==> config.mk <==
export PLATFORM = sky130hd
export DESIGN_NAME = gameport_axis_timer
export DESIGN_NICKNAME = d
export VERILOG_FILES = /design/src/rtl/gpt_pkg.sv /design/src/rtl/gpt_meas.sv /design/src/rtl/gameport_axis_timer.sv
export SDC_FILE = /design/constraint.sdc
export NUM_CORES = 1
export LEC_CHECK = 0
export ABC_CLOCK_PERIOD_IN_PS = 6500
export BUFFER_PORTS_ARGS = -buffer_cell sky130_fd_sc_hd__buf_4
export CORE_MARGIN = 2
export CORE_UTILIZATION = 35
export CTS_BUF_LIST = sky130_fd_sc_hd__clkbuf_8
export DETAILED_ROUTE_END_ITERATION = 10
export SLEW_MARGIN = 30
export SYNTH_ARGS = -nofsm -noshare
export SYNTH_HDL_FRONTEND = slang
export SYNTH_SLANG_ARGS = --single-unit
==> constraint.sdc <==
create_clock -name clock -period 6.5 [get_ports clock]
set_input_delay 1.3 -clock clock [delete_from_list [all_inputs] [get_ports clock]]
set_output_delay 1.3 -clock clock [all_outputs]
set_load 0.005 [all_outputs]
==> src/rtl/gpt_pkg.sv <==
// Shared types and constants for the game port axis timer.
package gpt_pkg;

   localparam int unsigned NumAxes   = 4;
   localparam int unsigned AxisW     = 12;
   localparam int unsigned TotalW    = 13;
   localparam int unsigned CompW     = 7;
   localparam int unsigned StepW     = 7;
   localparam int unsigned SampleW   = 8;
   localparam int unsigned BtnW      = 4;
   localparam int unsigned RspDataW  = 56;

   localparam logic [StepW-1:0]        BaseStep  = 7'd17;
   localparam logic signed [CompW-1:0] CompMin   = -7'sd12;
   localparam logic [AxisW-1:0]        FullScale = 12'd4095;

   // One input beat as held in the input register
   typedef struct packed {
      logic               start_req;
      logic [SampleW-1:0] port_sample;
   } item_type;

   // One result beat
   typedef struct packed {
      logic [BtnW-1:0]  buttons;
      logic [AxisW-1:0] stick_b_y;
      logic [AxisW-1:0] stick_b_x;
      logic [AxisW-1:0] stick_a_y;
      logic [AxisW-1:0] stick_a_x;
   } result_type;

endpackage

==> src/rtl/gpt_meas.sv <==
// Measurement state and per-beat update: tick total, axis counts, compensation.
module gpt_meas
   import gpt_pkg::*;
(
   input  logic             clock,
   input  logic             reset,
   input  logic             csr_wr_en,
   input  logic [CompW-1:0] csr_wr_data,
   input  logic             item_fire,
   input  item_type         item,
   output logic             done,
   output result_type       result
);

   logic                    measuring_ff, measuring_in;
   logic [TotalW-1:0]       tick_total_ff, tick_total_in;
   logic [AxisW-1:0]        count_ff [NumAxes];
   logic [AxisW-1:0]        count_in [NumAxes];
   logic signed [CompW-1:0] comp_ff;

   logic signed [CompW-1:0] comp_clamped;
   logic [StepW-1:0]        step;
   logic [TotalW-1:0]       total_sum;
   logic                    axes_low;
   logic                    over_range;

   // Step per tick: 17 plus the compensation, clamped below at -12 (5..80)
   always_comb begin
      comp_clamped = (comp_ff < CompMin) ? CompMin : comp_ff;
      step         = BaseStep + StepW'(comp_clamped);
   end

   assign total_sum  = tick_total_ff + TotalW'(step);
   assign axes_low   = (item.port_sample[NumAxes-1:0] == '0);
   assign over_range = total_sum[TotalW-1];
   assign done       = !item.start_req && measuring_ff && (axes_low || over_range);

   // Result fields: full scale minus each count, buttons from this sample
   always_comb begin
      result.stick_a_x = FullScale - count_ff[0];
      result.stick_a_y = FullScale - count_ff[1];
      result.stick_b_x = FullScale - count_ff[2];
      result.stick_b_y = FullScale - count_ff[3];
      result.buttons   = item.port_sample[SampleW-1 -: BtnW];
   end

   // Next state
   always_comb begin
      measuring_in  = measuring_ff;
      tick_total_in = tick_total_ff;
      count_in      = count_ff;
      if (item.start_req) begin
         measuring_in  = 1'b1;
         tick_total_in = '0;
         for (int i = 0; i < NumAxes; i++) begin
            count_in[i] = '0;
         end
      end else if (measuring_ff) begin
         if (done) begin
            measuring_in = 1'b0;
         end else begin
            tick_total_in = total_sum;
            for (int i = 0; i < NumAxes; i++) begin
               if (item.port_sample[i]) begin
                  count_in[i] = total_sum[AxisW-1:0];
               end
            end
         end
      end
   end

   // State registers
   always_ff @(posedge clock) begin
      if (reset) begin
         measuring_ff  <= 1'b0;
         tick_total_ff <= '0;
         comp_ff       <= '0;
         for (int i = 0; i < NumAxes; i++) begin
            count_ff[i] <= '0;
         end
      end else begin
         if (csr_wr_en) begin
            comp_ff <= csr_wr_data;
         end
         if (item_fire) begin
            measuring_ff  <= measuring_in;
            tick_total_ff <= tick_total_in;
            count_ff      <= count_in;
         end
      end
   end

endmodule

==> src/rtl/gameport_axis_timer.sv <==
// Top level: game port RC timing reader with stream input and output.
//
//  channel | dir | handshake                  | payload
//  req     | in  | req_tvalid / req_tready    | tuser start_req, tdata port_sample
//  rsp     | out | rsp_tvalid / rsp_tready    | tdata four axes + buttons
//  csr     | in  | csr_wr_en                  | csr_wr_data speed_compensation
//
// One beat per cycle while a held rsp does not stall req: a beat is held in the
// input register, is applied to the measurement state and, if it ends a
// measurement, lands in the output register.
// Synchronous reset clears the control state, the counts and the compensation.
// A held rsp only stalls req when the beat in the input register ends a
// measurement; start and tick beats that give no result keep flowing.
module gameport_axis_timer
   import gpt_pkg::*;
(
   input  logic                clock,
   input  logic                reset,
   // req
   input  logic                req_tvalid,
   output logic                req_tready,
   input  logic [SampleW-1:0]  req_tdata,   // [7:0] port_sample
   input  logic                req_tuser,   // [0] start_req
   // rsp
   output logic                rsp_tvalid,
   input  logic                rsp_tready,
   output logic [RspDataW-1:0] rsp_tdata,   // [11:0] stick_a_x, [23:12] stick_a_y,
                                            // [35:24] stick_b_x, [47:36] stick_b_y,
                                            // [51:48] buttons, [55:52] zero
   // csr
   input  logic                csr_wr_en,
   input  logic [CompW-1:0]    csr_wr_data
);

   logic       in_valid_ff;
   item_type   in_item_ff;
   logic       out_valid_ff;
   result_type out_data_ff;

   logic       done;
   result_type result;
   logic       advance;
   logic       out_free;

   // Measurement state and update
   gpt_meas u_meas (
      .clock       (clock),
      .reset       (reset),
      .csr_wr_en   (csr_wr_en),
      .csr_wr_data (csr_wr_data),
      .item_fire   (advance),
      .item        (in_item_ff),
      .done        (done),
      .result      (result)
   );

   // Flow control
   assign out_free   = !out_valid_ff || rsp_tready;
   assign advance    = in_valid_ff && (!done || out_free);
   assign req_tready = !in_valid_ff || advance;

   // Input register
   always_ff @(posedge clock) begin
      if (reset) begin
         in_valid_ff <= 1'b0;
      end else if (req_tready) begin
         in_valid_ff <= req_tvalid;
      end
   end

   always_ff @(posedge clock) begin
      if (req_tready && req_tvalid) begin
         in_item_ff.start_req   <= req_tuser;
         in_item_ff.port_sample <= req_tdata;
      end
   end

   // Output register
   always_ff @(posedge clock) begin
      if (reset) begin
         out_valid_ff <= 1'b0;
      end else if (out_free) begin
         out_valid_ff <= advance && done;
      end
   end

   always_ff @(posedge clock) begin
      if (out_free && advance && done) begin
         out_data_ff <= result;
      end
   end

   assign rsp_tvalid = out_valid_ff;
   assign rsp_tdata  = {(RspDataW - $bits(result_type))'(0), out_data_ff};

endmodule

==> impl_metrics.env <==
export IMPL_status="complete, no violations"
export IMPL_antenna_found_initial=0
export IMPL_max_freq_ghz=0.193
export IMPL_maxSlewViolCount=0
export IMPL_place_congestion=0.766
export IMPL_synthesis_to_layout_area_growth_pct=21.0
export IMPL_clock_power_share_pct=40.1
export IMPL_ys_warnings_count=0
export IMPL_detailedPlacementHpwl_um=7450
export IMPL_period_needed_ns=5.19
export IMPL_post_cts_buffers=0
export IMPL_sequentialPowerShare_pct=54.8
export IMPL_dr_first_iter_drc_count=178
export IMPL_timing_clock_skew_ns=0.0102
export IMPL_period_share_pct=79.9
export IMPL_floorplan_initialDensity_pct=35.6
export IMPL_numClockSinks=132
export IMPL_cts_tree="yes"
export IMPL_setup_worst_path_start_class="register"
export IMPL_cts_repair_resize_count=0
export IMPL_finalNonFillerCells=749
export IMPL_internal_power_mw=1.26
export IMPL_timing_final_setup_violations=0
export IMPL_ios=79
export IMPL_routed_via_count=3494
export IMPL_timing_setup_critical_path_class="register to output pin"
export IMPL_cp_data_required_time_ns=5.20
export IMPL_vdd_ir_drop_worst_mv=0.0890
export IMPL_synth_seq_area_share_pct=60.4
export IMPL_layout_drive_gt1_share_pct=20.9
export IMPL_nFillCells=1400
export IMPL_synth_area_mm2=0.00539
export IMPL_dpl_cell_area_mm2=0.00611
export IMPL_hp_class="register to register"
export IMPL_timing_critical_path_to_type="output pin"
export IMPL_largest_net_degree_at_the_start_of_global_routing=43
export IMPL_h_tree_depth=4
export IMPL_maxSlewHeadroom_pct=59.1
export IMPL_ant_nets=0
export IMPL_overall_global_routing_usage_pct=13.6
export IMPL_synth_enable_flop_cells=61
export IMPL_switchingPower_mw=0.355
export IMPL_synth_largest_area_cell="edfxtp_1"
export IMPL_layout_cells_most_common="buf_4"
export IMPL_route_detailed_vias_per_inst=4.66
export IMPL_static_leakage_power_nw=2.73
export IMPL_fin_hold_ws_ns=0.426
export IMPL_post_synth_num_cell_types=52
export IMPL_die_area_mm2=0.0164
export IMPL_clk_root_buffer_cell="clkbuf_8"
export IMPL_insertedDiodeCount=0
export IMPL_cts_hold_fix_buffers=0
export IMPL_routed_wire_length_per_instance_um=13.9
export IMPL_clk_latency_ns=0.43
export IMPL_cp_data_arrival_time_ns=3.89
export IMPL_globalRoute_totalOverflow=0
export IMPL_async_flop_share_pct=0
export IMPL_path_max_fanout=7
export IMPL_route_detailed_drc=0
export IMPL_dp_cells=716
export IMPL_dr_pass1_iterations=4
export IMPL_final_cell_area_mm2=0.00652
export IMPL_final_core_utilization_pct=43.0
export IMPL_wl_um=10400
export IMPL_cts_made_buffers=17
export IMPL_core_area_mm2=0.0151
export IMPL_power_per_cell_area_mw_per_mm2=248
export IMPL_finish_net_count=579
export IMPL_fp_dieH_um=128
export IMPL_timing_worst_slew_pin_value_ns=0.612
export IMPL_clock_tree_buffer_depth=2
export IMPL_clk_pin_slew_ns=0.07
export IMPL_port_buffers=74
export IMPL_ys_seq_elements=132
export IMPL_synth_avg_cell_area_um2=11.5
export IMPL_power_share_combinational_pct=5.1
export IMPL_mostFrequentLayoutCells="buf_4 (79), dfxtp_1 (71), inv_1 (61), edfxtp_1 (61), nand2_1 (49)"
export IMPL_placementRows=45
export IMPL_timing_hold_violations_final=0
export IMPL_synth_largest_type_area_fraction_pct=34.0
export IMPL_tns_ns=0
export IMPL_yosys_top_cells_area="edfxtp_1 (34%), dfxtp_1 (26%), mux2i_1 (8.0%)"
export IMPL_max_cap_violations=0
export IMPL_synthFlopType="dfxtp_1"
export IMPL_postSynthCellCount=470
export IMPL_number_of_global_route_vias_before_repair=3514
export IMPL_grt_setup_unrepaired="no"
export IMPL_die_x_um=128
export IMPL_switching_share_pct=21.9
export IMPL_grt_first_pass_wirelength_um=17400
==> sequential cells by signal (all words and copies together), names as in the netlist <==
signal	count
in_item_ff	9
u_meas.tick_total_ff	13
u_meas.count_ff	48
u_meas.measuring_ff	1
rsp_tdata	52
u_meas.comp_ff	7
rsp_tvalid	1
in_valid_ff	1
==> per-layer routing <==
layer,up-vias,track usage (%),part of all wire (%)
li1,1774,-,-
met1,1627,17.3,46
met2,79,21.5,47
met3,14,4.72,4.8
met4,0,4.85,1.4
met5,-,0,0
==> path summary, 6_finish.rpt <==
kind,end,depth (start not counted),from,slack [ns]
min reg2reg,rsp_tdata[51],0,in_item_ff[7],0.43
min,rsp_tdata[51],0,in_item_ff[7],0.43
max reg2reg,rsp_tdata[47],17,u_meas.comp_ff[2],1.96
max,req_tready,15,u_meas.comp_ff[2],1.31
==> cells in the mapped netlist (2+ instances only) <==
cell type and n:
buf_2 4, and4_1 4, nand2b_1 7, buf_4 8, o21ai_0 10, a21oi_1 16, nand3b_1 3, a32o_1 8
nor2b_1 6, edfxtp_1 61, nand3_1 9, ha_1 9, a211o_1 4, nor2_1 25, o2111ai_1 2, clkbuf_1 11
and2_1 5, mux2i_1 43, inv_1 57, a21o_1 3, xnor2_1 11, or4_1 3, a22o_1 6, and3_1 2
dfxtp_1 71, xor2_1 3, o21a_1 2, nand2_1 49, a31oi_1 5
==> cell type report <==
| cell class | count | area (um2) | share of cell area (%) |
|---|---|---|---|
| timing repair buffer | 80 | 621 | 9.52 |
| inverter | 58 | 219 | 3.36 |
| clock buffer | 19 | 262 | 4.01 |
| multi-input combinational | 259 | 1810 | 27.8 |
| sequential | 132 | 3250 | 49.9 |
| clock inverter | 13 | 119 | 1.82 |
| tap | 188 | 235 | 3.61 |
==> critical path, stage by stage, from the launching register on <==
cell	delay [ns]
dfxtp_1	0.40
o2111ai_1	0.15
ha_1	0.37
nand2b_1	0.19
inv_1	0.06
ha_1	0.17
nand3_1	0.13
a21oi_1	0.19
xnor2_1	0.15
ha_1	0.32
and3_1	0.21
and2_1	0.16
a32o_2	0.29
xor2_1	0.17
o2111ai_1	0.31
buf_4	0.18
==> per-stage QoR <==
step | power [mW] | setup slack (ns)
2_1_floorplan | 0.962 | 1.01
3_3_place_gp | 0.987 | 1.86
3_5_place_dp | 0.989 | 1.75
4_1_cts | 1.65 | 1.25
5_1_grt | 1.69 | 0.959
6_report | 1.62 | 1.31
==> power by group through the flow <==
stage | sequential [mW] | combinational (mW) | clock (mW)
floorplan | 0.901 | 0.0614 | 0
global placement | 0.905 | 0.0814 | 0
detailed placement | 0.906 | 0.0836 | 0
CTS | 0.887 | 0.0837 | 0.674
global route | 0.889 | 0.0919 | 0.706
finish | 0.888 | 0.0827 | 0.649
==> kinds of logic (layout without fill, tap and decap cells) <==
logic type | count (synthesis) | after routing | synth area share (%)
flops | 132 | 132 | 60.4
simple gates | 120 | 120 | 10.8
buf+inv | 82 | 170 | 6.36
compound gates | 66 | 66 | 9.01
mux | 45 | 45 | 8.66
xor+xnor | 14 | 14 | 2.28
fa+ha+maj | 10 | 10 | 2.46
other cells | 1 | 4 | 0.0696
Power figures use the tool's default switching activity.
